[config.mk]
export PLATFORM = sky130hd
export DESIGN_NAME = bitpacked_matrix_record_parser_core
export DESIGN_NICKNAME = d
export VERILOG_FILES = /design/src/design/bmrp_pkg.sv /design/src/design/bmrp_ctrl.sv /design/src/design/bmrp_dpath.sv /design/src/design/bitpacked_matrix_record_parser_core.sv
export SDC_FILE = /design/constraint.sdc
export NUM_CORES = 1
export LEC_CHECK = 0
export ABC_AREA = 1
export BUFFER_PORTS_ARGS = -buffer_cell sky130_fd_sc_hd__buf_2
export CAP_MARGIN = 30
export CORE_ASPECT_RATIO = 1.75
export CORE_UTILIZATION = 40
export CTS_BUF_LIST = sky130_fd_sc_hd__clkbuf_2 sky130_fd_sc_hd__clkbuf_4 sky130_fd_sc_hd__clkbuf_8
export DETAILED_ROUTE_END_ITERATION = 7
export PLACE_DENSITY = 0.68
export RECOVER_POWER = 100
export SETUP_SLACK_MARGIN = 0.15
export SLEW_MARGIN = 10
export SYNTH_ARGS = -nofsm -noshare
export SYNTH_HDL_FRONTEND = slang
export SYNTH_SLANG_ARGS = --single-unit
export TNS_END_PERCENT = 30
[constraint.sdc]
create_clock -name clk -period 3.83 [get_ports clk]
set_clock_uncertainty 0.05 [all_clocks]
set_input_delay 0.766 -clock clk [delete_from_list [all_inputs] [get_ports clk]]
set_output_delay 0.766 -clock clk [all_outputs]
set_load 0.01 [all_outputs]
[src/design/bmrp_pkg.sv]
package bmrp_pkg;

	localparam logic [4:0] FLAG_LEN  = 5'd1;
	localparam logic [4:0] WIDTH_LEN = 5'd5;

	typedef enum logic [0:0] {
		ST_IDLE,
		ST_BITS
	} state_t;

	typedef enum logic [3:0] {
		PH_SF, PH_SNB, PH_SX, PH_SY,
		PH_RF, PH_RNB, PH_KA, PH_KB,
		PH_TNB, PH_TX, PH_TY
	} phase_t;

	typedef enum logic [1:0] {
		EXP_FLAG,
		EXP_WIDTH,
		EXP_VALUE_NEW,
		EXP_VALUE
	} exp_sel_t;

	typedef struct packed {
		logic       load_byte;
		logic       shift;
		logic       expect_en;
		exp_sel_t   exp_sel;
		logic       load_width;
		logic       set_flag0;
		logic       set_flag1;
		logic       store_en;
		logic [2:0] store_sel;
		logic       emit_ok;
		logic       emit_trunc;
		logic       ty_zero;
		logic       restart;
	} cmd_t;

	typedef struct packed {
		logic field_done;
		logic last_bit;
		logic last_flag;
		logic bit0;
		logic new_w_zero;
		logic out_free;
	} sts_t;

endpackage

[src/design/bmrp_ctrl.sv]
module bmrp_ctrl (
	input  logic          clk,
	input  logic          arst_n,
	input  logic          in_valid,
	output logic          in_stall,
	input  bmrp_pkg::sts_t sts,
	output bmrp_pkg::cmd_t cmd
);

	bmrp_pkg::state_t state_q, state_d;
	bmrp_pkg::phase_t phase_q, phase_d, phase_nx;

	logic rec_done;
	logic trunc;
	logic need_emit;
	logic go;

	assign rec_done  = sts.field_done &&
		(phase_q == bmrp_pkg::PH_TY || (phase_q == bmrp_pkg::PH_TNB && sts.new_w_zero));
	assign trunc     = sts.last_bit && sts.last_flag && !rec_done;
	assign need_emit = rec_done || trunc;
	assign go        = !need_emit || sts.out_free;
	assign in_stall  = (state_q != bmrp_pkg::ST_IDLE);

	always_comb begin
		unique case (phase_q)
			bmrp_pkg::PH_SF:  phase_nx = sts.bit0 ? bmrp_pkg::PH_SNB : bmrp_pkg::PH_RF;
			bmrp_pkg::PH_SNB: phase_nx = sts.new_w_zero ? bmrp_pkg::PH_RF : bmrp_pkg::PH_SX;
			bmrp_pkg::PH_SX:  phase_nx = bmrp_pkg::PH_SY;
			bmrp_pkg::PH_SY:  phase_nx = bmrp_pkg::PH_RF;
			bmrp_pkg::PH_RF:  phase_nx = sts.bit0 ? bmrp_pkg::PH_RNB : bmrp_pkg::PH_TNB;
			bmrp_pkg::PH_RNB: phase_nx = sts.new_w_zero ? bmrp_pkg::PH_TNB : bmrp_pkg::PH_KA;
			bmrp_pkg::PH_KA:  phase_nx = bmrp_pkg::PH_KB;
			bmrp_pkg::PH_KB:  phase_nx = bmrp_pkg::PH_TNB;
			bmrp_pkg::PH_TNB: phase_nx = bmrp_pkg::PH_TX;
			bmrp_pkg::PH_TX:  phase_nx = bmrp_pkg::PH_TY;
			default:          phase_nx = bmrp_pkg::PH_SF;
		endcase
	end

	always_comb begin
		state_d = state_q;
		phase_d = phase_q;
		unique case (state_q)
			bmrp_pkg::ST_IDLE: begin
				if (in_valid) begin
					state_d = bmrp_pkg::ST_BITS;
				end
			end
			bmrp_pkg::ST_BITS: begin
				if (go) begin
					if (need_emit) begin
						state_d = bmrp_pkg::ST_IDLE;
						phase_d = bmrp_pkg::PH_SF;
					end else begin
						if (sts.field_done) begin
							phase_d = phase_nx;
						end
						if (sts.last_bit) begin
							state_d = bmrp_pkg::ST_IDLE;
						end
					end
				end
			end
			default: state_d = bmrp_pkg::ST_IDLE;
		endcase
	end

	always_comb begin
		cmd = '0;
		cmd.exp_sel = bmrp_pkg::EXP_FLAG;
		unique case (state_q)
			bmrp_pkg::ST_IDLE: begin
				cmd.load_byte = in_valid;
			end
			bmrp_pkg::ST_BITS: begin
				if (go) begin
					cmd.shift = 1'b1;
					if (need_emit) begin
						cmd.emit_ok    = rec_done;
						cmd.emit_trunc = !rec_done;
						cmd.ty_zero    = (phase_q == bmrp_pkg::PH_TNB);
						cmd.restart    = 1'b1;
					end else if (sts.field_done) begin
						cmd.expect_en = 1'b1;
						unique case (phase_nx) inside
							bmrp_pkg::PH_SNB, bmrp_pkg::PH_RNB, bmrp_pkg::PH_TNB:
								cmd.exp_sel = bmrp_pkg::EXP_WIDTH;
							bmrp_pkg::PH_SX, bmrp_pkg::PH_KA, bmrp_pkg::PH_TX:
								cmd.exp_sel = bmrp_pkg::EXP_VALUE_NEW;
							bmrp_pkg::PH_SY, bmrp_pkg::PH_KB, bmrp_pkg::PH_TY:
								cmd.exp_sel = bmrp_pkg::EXP_VALUE;
							default:
								cmd.exp_sel = bmrp_pkg::EXP_FLAG;
						endcase
						unique case (phase_q)
							bmrp_pkg::PH_SF:  cmd.set_flag0 = 1'b1;
							bmrp_pkg::PH_RF:  cmd.set_flag1 = 1'b1;
							bmrp_pkg::PH_SNB, bmrp_pkg::PH_RNB, bmrp_pkg::PH_TNB:
								cmd.load_width = 1'b1;
							bmrp_pkg::PH_SX: begin
								cmd.store_en  = 1'b1;
								cmd.store_sel = 3'd0;
							end
							bmrp_pkg::PH_SY: begin
								cmd.store_en  = 1'b1;
								cmd.store_sel = 3'd1;
							end
							bmrp_pkg::PH_KA: begin
								cmd.store_en  = 1'b1;
								cmd.store_sel = 3'd2;
							end
							bmrp_pkg::PH_KB: begin
								cmd.store_en  = 1'b1;
								cmd.store_sel = 3'd3;
							end
							bmrp_pkg::PH_TX: begin
								cmd.store_en  = 1'b1;
								cmd.store_sel = 3'd4;
							end
							default: cmd.store_en = 1'b0;
						endcase
					end
				end
			end
			default: cmd.load_byte = 1'b0;
		endcase
	end

	always_ff @(posedge clk or negedge arst_n) begin
		if (!arst_n) begin
			state_q <= bmrp_pkg::ST_IDLE;
			phase_q <= bmrp_pkg::PH_SF;
		end else begin
			state_q <= state_d;
			phase_q <= phase_d;
		end
	end

endmodule

[src/design/bmrp_dpath.sv]
module bmrp_dpath (
	input  logic               clk,
	input  logic               arst_n,
	input  logic [7:0]         in_byte,
	input  logic               end_of_data,
	input  logic               out_stall,
	input  bmrp_pkg::cmd_t     cmd,
	output bmrp_pkg::sts_t     sts,
	output logic               out_valid,
	output logic               status,
	output logic               has_scale,
	output logic signed [30:0] scale_x,
	output logic signed [30:0] scale_y,
	output logic               has_rotate,
	output logic signed [30:0] skew_a,
	output logic signed [30:0] skew_b,
	output logic signed [30:0] move_x,
	output logic signed [30:0] move_y,
	output logic [4:0]         record_bytes
);

	function automatic logic [30:0] sext31(input logic [30:0] v, input logic [4:0] w);
		logic [30:0] m;
		logic        sb;
		m  = ~(31'h7FFF_FFFF << w);
		sb = (w == 5'd0) ? 1'b0 : v[w - 5'd1];
		return (v & m) | (sb ? ~m : 31'd0);
	endfunction

	logic [7:0]  byte_q;
	logic [2:0]  cnt_q;
	logic        last_q;
	logic [30:0] accum_q;
	logic [4:0]  bits_left_q;
	logic [4:0]  width_q;
	logic [30:0] vals_q [5];
	logic [1:0]  flags_q;
	logic [4:0]  byte_count_q;
	logic        out_valid_q;

	logic [30:0] v;
	logic [30:0] sv;
	logic [4:0]  exp_len;

	assign v  = {accum_q[29:0], byte_q[7]};
	assign sv = sext31(v, width_q);

	always_comb begin
		case (cmd.exp_sel)
			bmrp_pkg::EXP_FLAG:      exp_len = bmrp_pkg::FLAG_LEN;
			bmrp_pkg::EXP_WIDTH:     exp_len = bmrp_pkg::WIDTH_LEN;
			bmrp_pkg::EXP_VALUE_NEW: exp_len = v[4:0];
			default:                 exp_len = width_q;
		endcase
	end

	assign sts.field_done = (bits_left_q == 5'd1);
	assign sts.last_bit   = (cnt_q == 3'd0);
	assign sts.last_flag  = last_q;
	assign sts.bit0       = v[0];
	assign sts.new_w_zero = (v[4:0] == 5'd0);
	assign sts.out_free   = !out_valid_q || !out_stall;

	assign out_valid = out_valid_q;

	always_ff @(posedge clk) begin
		if (cmd.load_byte) begin
			byte_q <= in_byte;
			last_q <= end_of_data;
		end else if (cmd.shift) begin
			byte_q <= {byte_q[6:0], 1'b0};
		end
	end

	always_ff @(posedge clk or negedge arst_n) begin
		if (!arst_n) begin
			cnt_q        <= 3'd0;
			accum_q      <= 31'd0;
			bits_left_q  <= bmrp_pkg::FLAG_LEN;
			width_q      <= 5'd0;
			flags_q      <= 2'b00;
			byte_count_q <= 5'd0;
			for (int i = 0; i < 5; i++) begin
				vals_q[i] <= 31'd0;
			end
		end else begin
			if (cmd.load_byte) begin
				cnt_q        <= 3'd7;
				byte_count_q <= byte_count_q + 5'd1;
			end else if (cmd.shift) begin
				cnt_q <= cnt_q - 3'd1;
			end
			if (cmd.restart) begin
				accum_q      <= 31'd0;
				bits_left_q  <= bmrp_pkg::FLAG_LEN;
				width_q      <= 5'd0;
				flags_q      <= 2'b00;
				byte_count_q <= 5'd0;
				for (int i = 0; i < 5; i++) begin
					vals_q[i] <= 31'd0;
				end
			end else if (cmd.shift) begin
				if (cmd.expect_en) begin
					accum_q     <= 31'd0;
					bits_left_q <= exp_len;
				end else begin
					accum_q     <= v;
					bits_left_q <= bits_left_q - 5'd1;
				end
				if (cmd.load_width) begin
					width_q <= v[4:0];
				end
				if (cmd.set_flag0) begin
					flags_q[0] <= v[0];
				end
				if (cmd.set_flag1) begin
					flags_q[1] <= v[0];
				end
				if (cmd.store_en) begin
					vals_q[cmd.store_sel] <= sv;
				end
			end
		end
	end

	always_ff @(posedge clk or negedge arst_n) begin
		if (!arst_n) begin
			out_valid_q <= 1'b0;
		end else if (cmd.emit_ok || cmd.emit_trunc) begin
			out_valid_q <= 1'b1;
		end else if (!out_stall) begin
			out_valid_q <= 1'b0;
		end
	end

	always_ff @(posedge clk) begin
		if (cmd.emit_ok) begin
			status       <= 1'b0;
			has_scale    <= flags_q[0];
			scale_x      <= vals_q[0];
			scale_y      <= vals_q[1];
			has_rotate   <= flags_q[1];
			skew_a       <= vals_q[2];
			skew_b       <= vals_q[3];
			move_x       <= vals_q[4];
			move_y       <= cmd.ty_zero ? 31'd0 : sv;
			record_bytes <= byte_count_q;
		end else if (cmd.emit_trunc) begin
			status       <= 1'b1;
			has_scale    <= 1'b0;
			scale_x      <= 31'd0;
			scale_y      <= 31'd0;
			has_rotate   <= 1'b0;
			skew_a       <= 31'd0;
			skew_b       <= 31'd0;
			move_x       <= 31'd0;
			move_y       <= 31'd0;
			record_bytes <= byte_count_q;
		end
	end

endmodule

[src/design/bitpacked_matrix_record_parser_core.sv]
// Bit-packed matrix record parser.
// Input channel: in_valid / in_stall carry one stream byte (in_byte) per
// transaction, read most significant bit first; end_of_data marks the last
// byte of the buffer. Output channel: out_valid / out_stall carry one result
// per record: flags, sign-extended scale, skew and translate values, the
// record size in bytes, and status (1 when the data ended mid-record).
// Each byte is accepted and then walked bit by bit through the single
// bit-serial field extractor, so the next byte is not taken until the
// current one is through. in_stall stays high while the bits are walked.
// The result is registered at the edge that consumes the closing bit; the
// rest of that byte is dropped and the next byte is taken on the following
// cycle. A truncation result is registered at the edge that consumes the
// last bit of the last byte.
// The output register holds a finished result while the receiver stalls;
// the next byte is still taken and parsed, and the extractor only holds when
// a second result is ready before the first is taken.
// Reset clears the parser to the start of a record with an empty output.
module bitpacked_matrix_record_parser_core (
	input  logic               clk,
	input  logic               arst_n,
	input  logic               in_valid,
	output logic               in_stall,
	input  logic [7:0]         in_byte,
	input  logic               end_of_data,
	output logic               out_valid,
	input  logic               out_stall,
	output logic               status,
	output logic               has_scale,
	output logic signed [30:0] scale_x,
	output logic signed [30:0] scale_y,
	output logic               has_rotate,
	output logic signed [30:0] skew_a,
	output logic signed [30:0] skew_b,
	output logic signed [30:0] move_x,
	output logic signed [30:0] move_y,
	output logic [4:0]         record_bytes
);

	bmrp_pkg::cmd_t cmd;
	bmrp_pkg::sts_t sts;

	bmrp_ctrl u_ctrl (
		.clk      (clk),
		.arst_n   (arst_n),
		.in_valid (in_valid),
		.in_stall (in_stall),
		.sts      (sts),
		.cmd      (cmd)
	);

	bmrp_dpath u_dpath (
		.clk          (clk),
		.arst_n       (arst_n),
		.in_byte      (in_byte),
		.end_of_data  (end_of_data),
		.out_stall    (out_stall),
		.cmd          (cmd),
		.sts          (sts),
		.out_valid    (out_valid),
		.status       (status),
		.has_scale    (has_scale),
		.scale_x      (scale_x),
		.scale_y      (scale_y),
		.has_rotate   (has_rotate),
		.skew_a       (skew_a),
		.skew_b       (skew_b),
		.move_x       (move_x),
		.move_y       (move_y),
		.record_bytes (record_bytes)
	);

endmodule

==> impl_metrics.csv <==
group,metric,value,unit
run_status,status,"finished with violations",
run_status,violations,"max-capacitance violations, max-slew violations",
critical_path,critPathCaptureType,"flop",
clock_tree,clock_path_buffers,3,
route,wl_met1,17900,um
pwr,p_leak,8.95,nW
floorplan,core_area,44400,um2
layout,drive_gt1_share,10.0,%
clock_tree,cts_buffers,58,
layout,final_core_util,46.2,%
flow_run,cap_violations,1,
layout,multi_input_area,5180,um2
clock_tree,cts.sinks,414,
global_routing,antenna_found_initial,1,
global_routing,overflow,0,
sta,worst_slack,0.468,ns
layout,seqCellArea,11400,um2
clock_tree,cts_tree,"built",
clock_tree,hold_buffers,0,
pwr,cellPowerDensity,822,nW/um2
synth,seq_area_frac_synth,63.0,%
sta,worst_pin_slew,2.61,ns
route,antenna_left,0,
synth,netlist_area,18000,um2
clock_tree,htreeDepth,2,
floorplan,fp.dieArea,46000,um2
critical_path,cp.arrival,3.86,ns
sta,maxSlewViolCount,98,
critical_path,worstSetupStartpoint,"u_dpath.bits_left_q[1]",
synth,ys_warn_count,0,
sta,relSlewSlack,-74.2,%
critical_path,r2r_start,"u_dpath.bits_left_q[1]",
floorplan,die_h,283,um
global_routing,grt_pass1_wl,74500,um
global_routing,grt_usage,21.0,%
pwr,ir_drop,0.368,mV
route,drt-initial-drc-count,916,
layout,nets,2098,
critical_path,reg2reg_setup_slack,0.47,ns
synth,ys.flop_type,"dfrtp_1",
floorplan,initial_core_util,40.6,%
sta,rsz0062_at_grt,"no",
placed_design,place_congestion,0.928,
synth,ys_types,37,
critical_path,crit_fanout,31,
route,dr_wl_met3,2270,um
layout,fill_cells,4307,
critical_path,critical_path_class,"reg -> reg",
placed_design,io_buffers,208,
global_routing,grt_max_degree,100,
sta,setup-tns-final,0,ns
synth,synth-edff-count,202,
clock_tree,clockRootBuffer,"clkbuf_8",
route,drc,0,
critical_path,critPathCapture,"u_dpath.vals_q[107]",
floorplan,fp.dieW,163,um
synth,postSynthCellCount,1859,
sta,max_freq,297,MHz
route,vias,13300,
layout,final_common_cell,"nand2_1",
min_path,min_from,"end_of_data",
clock_tree,insertion_delay,0.62,ns
floorplan,ios,209,
sta,finalHoldViolCount,0,
clock_tree,path_clk_slew,0.07,ns
synth,syn-num-nets,1881,
clock_tree,cts_resized,0,
placed_design,hpwl,33400,um
layout,final_cell_mix,"nand2_1, inv_1, dfrtp_1",
sta,period_share,87.8,%
synth,synth-seq-cells,414,
clock_tree,post-cts-setup-buffers,0,
critical_path,worst-r2r-cell-count,12,
global_routing,grt_pass1_vias,13500,
min_path,hold_path_class,"in -> reg",
synth,ys_async_sr_fraction,51.0,%
sta,min_period,3.36,ns
sta,finalSetupViolations,0,
layout,syn2layout_area_growth,13.7,%
critical_path,reg2reg_to,"u_dpath.vals_q[107]",
floorplan,rows,102,
route,wl_met2,25200,um
route,drt-total-wl,48000,um
route,highest_layer,"met4",
critical_path,required,4.33,ns
placed_design,pre_cts_ws,0.787,ns
route,firstDrtPassIters,5,
route,avgViaCountPerCell,4.94,
route,wire_per_inst,17.8,um
pwr,finalPower,16.9,mW
critical_path,cp-start-kind,"flop",
synth,synth_area_per_cell,9.71,um2
## cell usage after synthesis (2+ instances only)
library cell  instances  area share (%)
buf_2                31            0.86
buf_4                16            0.67
o21ai_0              56             1.6
nand2_4              25             1.6
inv_4                 2           0.069
nor2_2                7            0.24
or2_2                 5            0.17
nand4_1              10            0.35
dfrtp_1             210              29
o31ai_1               8            0.33
o21ai_1              24            0.67
clkbuf_8              2            0.15
inv_1               236             4.9
nand3_1              85             2.4
buf_1                 3           0.062
nand2_2               5            0.17
nand4_2               3            0.21
inv_2                 8            0.17
edfxtp_1            202              34
nand3_4              21             2.0
ha_1                  9            0.62
xor2_1                3            0.15
o22ai_1               7            0.24
buf_8                 2            0.17
nand2_1             586              12
nor3_1                6            0.17
nand3_2               3            0.17
clkbuf_1             18            0.37
nor2_4                6            0.37
a21oi_1              44             1.2
buf_6                 7            0.44
nor2_1              204             4.2
## worst min-delay path by stage
stage	end	depth (start not counted)
after floorplan	u_dpath.vals_q[108]	2
after global placement	u_dpath.record_bytes[4]	0
after detailed placement	u_dpath.record_bytes[4]	0
after CTS	u_dpath.byte_count_q[3]	1
after global routing	u_dpath.last_q	1
final	u_dpath.last_q	1
## power breakdown
group	switching, mW	internal (mW)	total (mW)
clock	1.70	2.01	3.71
sequential	0.747	5.88	6.62
combinational	4.76	1.76	6.52
total	7.21	9.64	16.9
## worst max-delay path: stages, from the launching register on
cell and delay, ns:
dfrtp_1 0.35, inv_1 0.08, ha_1 0.18, nand3_1 0.35
nor2_1 0.09, nand2_1 0.25, nand3_4 0.16, nor2_1 0.72
nand2_2 0.16, nor2_1 0.27, buf_4 0.42, nand2_1 0.11
nand2_1 0.08
## through the flow
stage | std cells | hold WS [ns] | area (um2)
floorplan | 1859 | 0.392 | 18000
global placement | 2588 | 0.405 | 19600
detailed placement | 2588 | 0.410 | 19600
CTS | 2698 | 0.193 | 20900
global route | 2699 | 0.277 | 20500
finish | 2699 | 0.283 | 20500
## flip-flops by register name, indices dropped and copies added, names as in the netlist, 4 cells and up
signal and count:
u_dpath.skew_b 31, u_dpath.move_x 31, u_dpath.byte_q 8, u_dpath.width_q 5, u_dpath.vals_q 155, u_dpath.scale_x 31, u_dpath.byte_count_q 5, u_dpath.bits_left_q 5
u_dpath.skew_a 31, u_dpath.record_bytes 5, u_dpath.scale_y 31, u_dpath.move_y 31, u_ctrl.phase_q 4, u_dpath.accum_q 30
## kinds of logic (layout without fill, tap and decap cells)
kind of cell / Yosys count / after routing / synth area share (%)
xor gates and xnor gates: 4 / 4 / 0.194
other: 0 / 1 / 0
buffers and inverters: 326 / 593 / 7.88
DFF: 414 / 414 / 63.0
adders and majority gates: 9 / 9 / 0.624
AOI/OAI and AO/OA: 139 / 139 / 4.01
and+or+nand+nor: 967 / 967 / 24.3
## area by class of cell
class                   count  share of cell area (%)
multi-input cells        1119                    25.3
repair buffers            236                    5.03
flip-flops and latches    414                    55.4
clock inverters            29                    1.20
well taps                 572                    3.49
inverters                 247                    4.59
diodes                      1                  0.0122
clock buffers              81                    4.98
## layer usage
metal / vias up / global-route usage (%)
met1: 6450 / 23.6
met4: 0 / 11.8
met3: 134 / 2.23
li1: 6281 / -
met2: 455 / 38.1
met5: - / 0
Note: power is estimated with default switching activity, not from simulation.
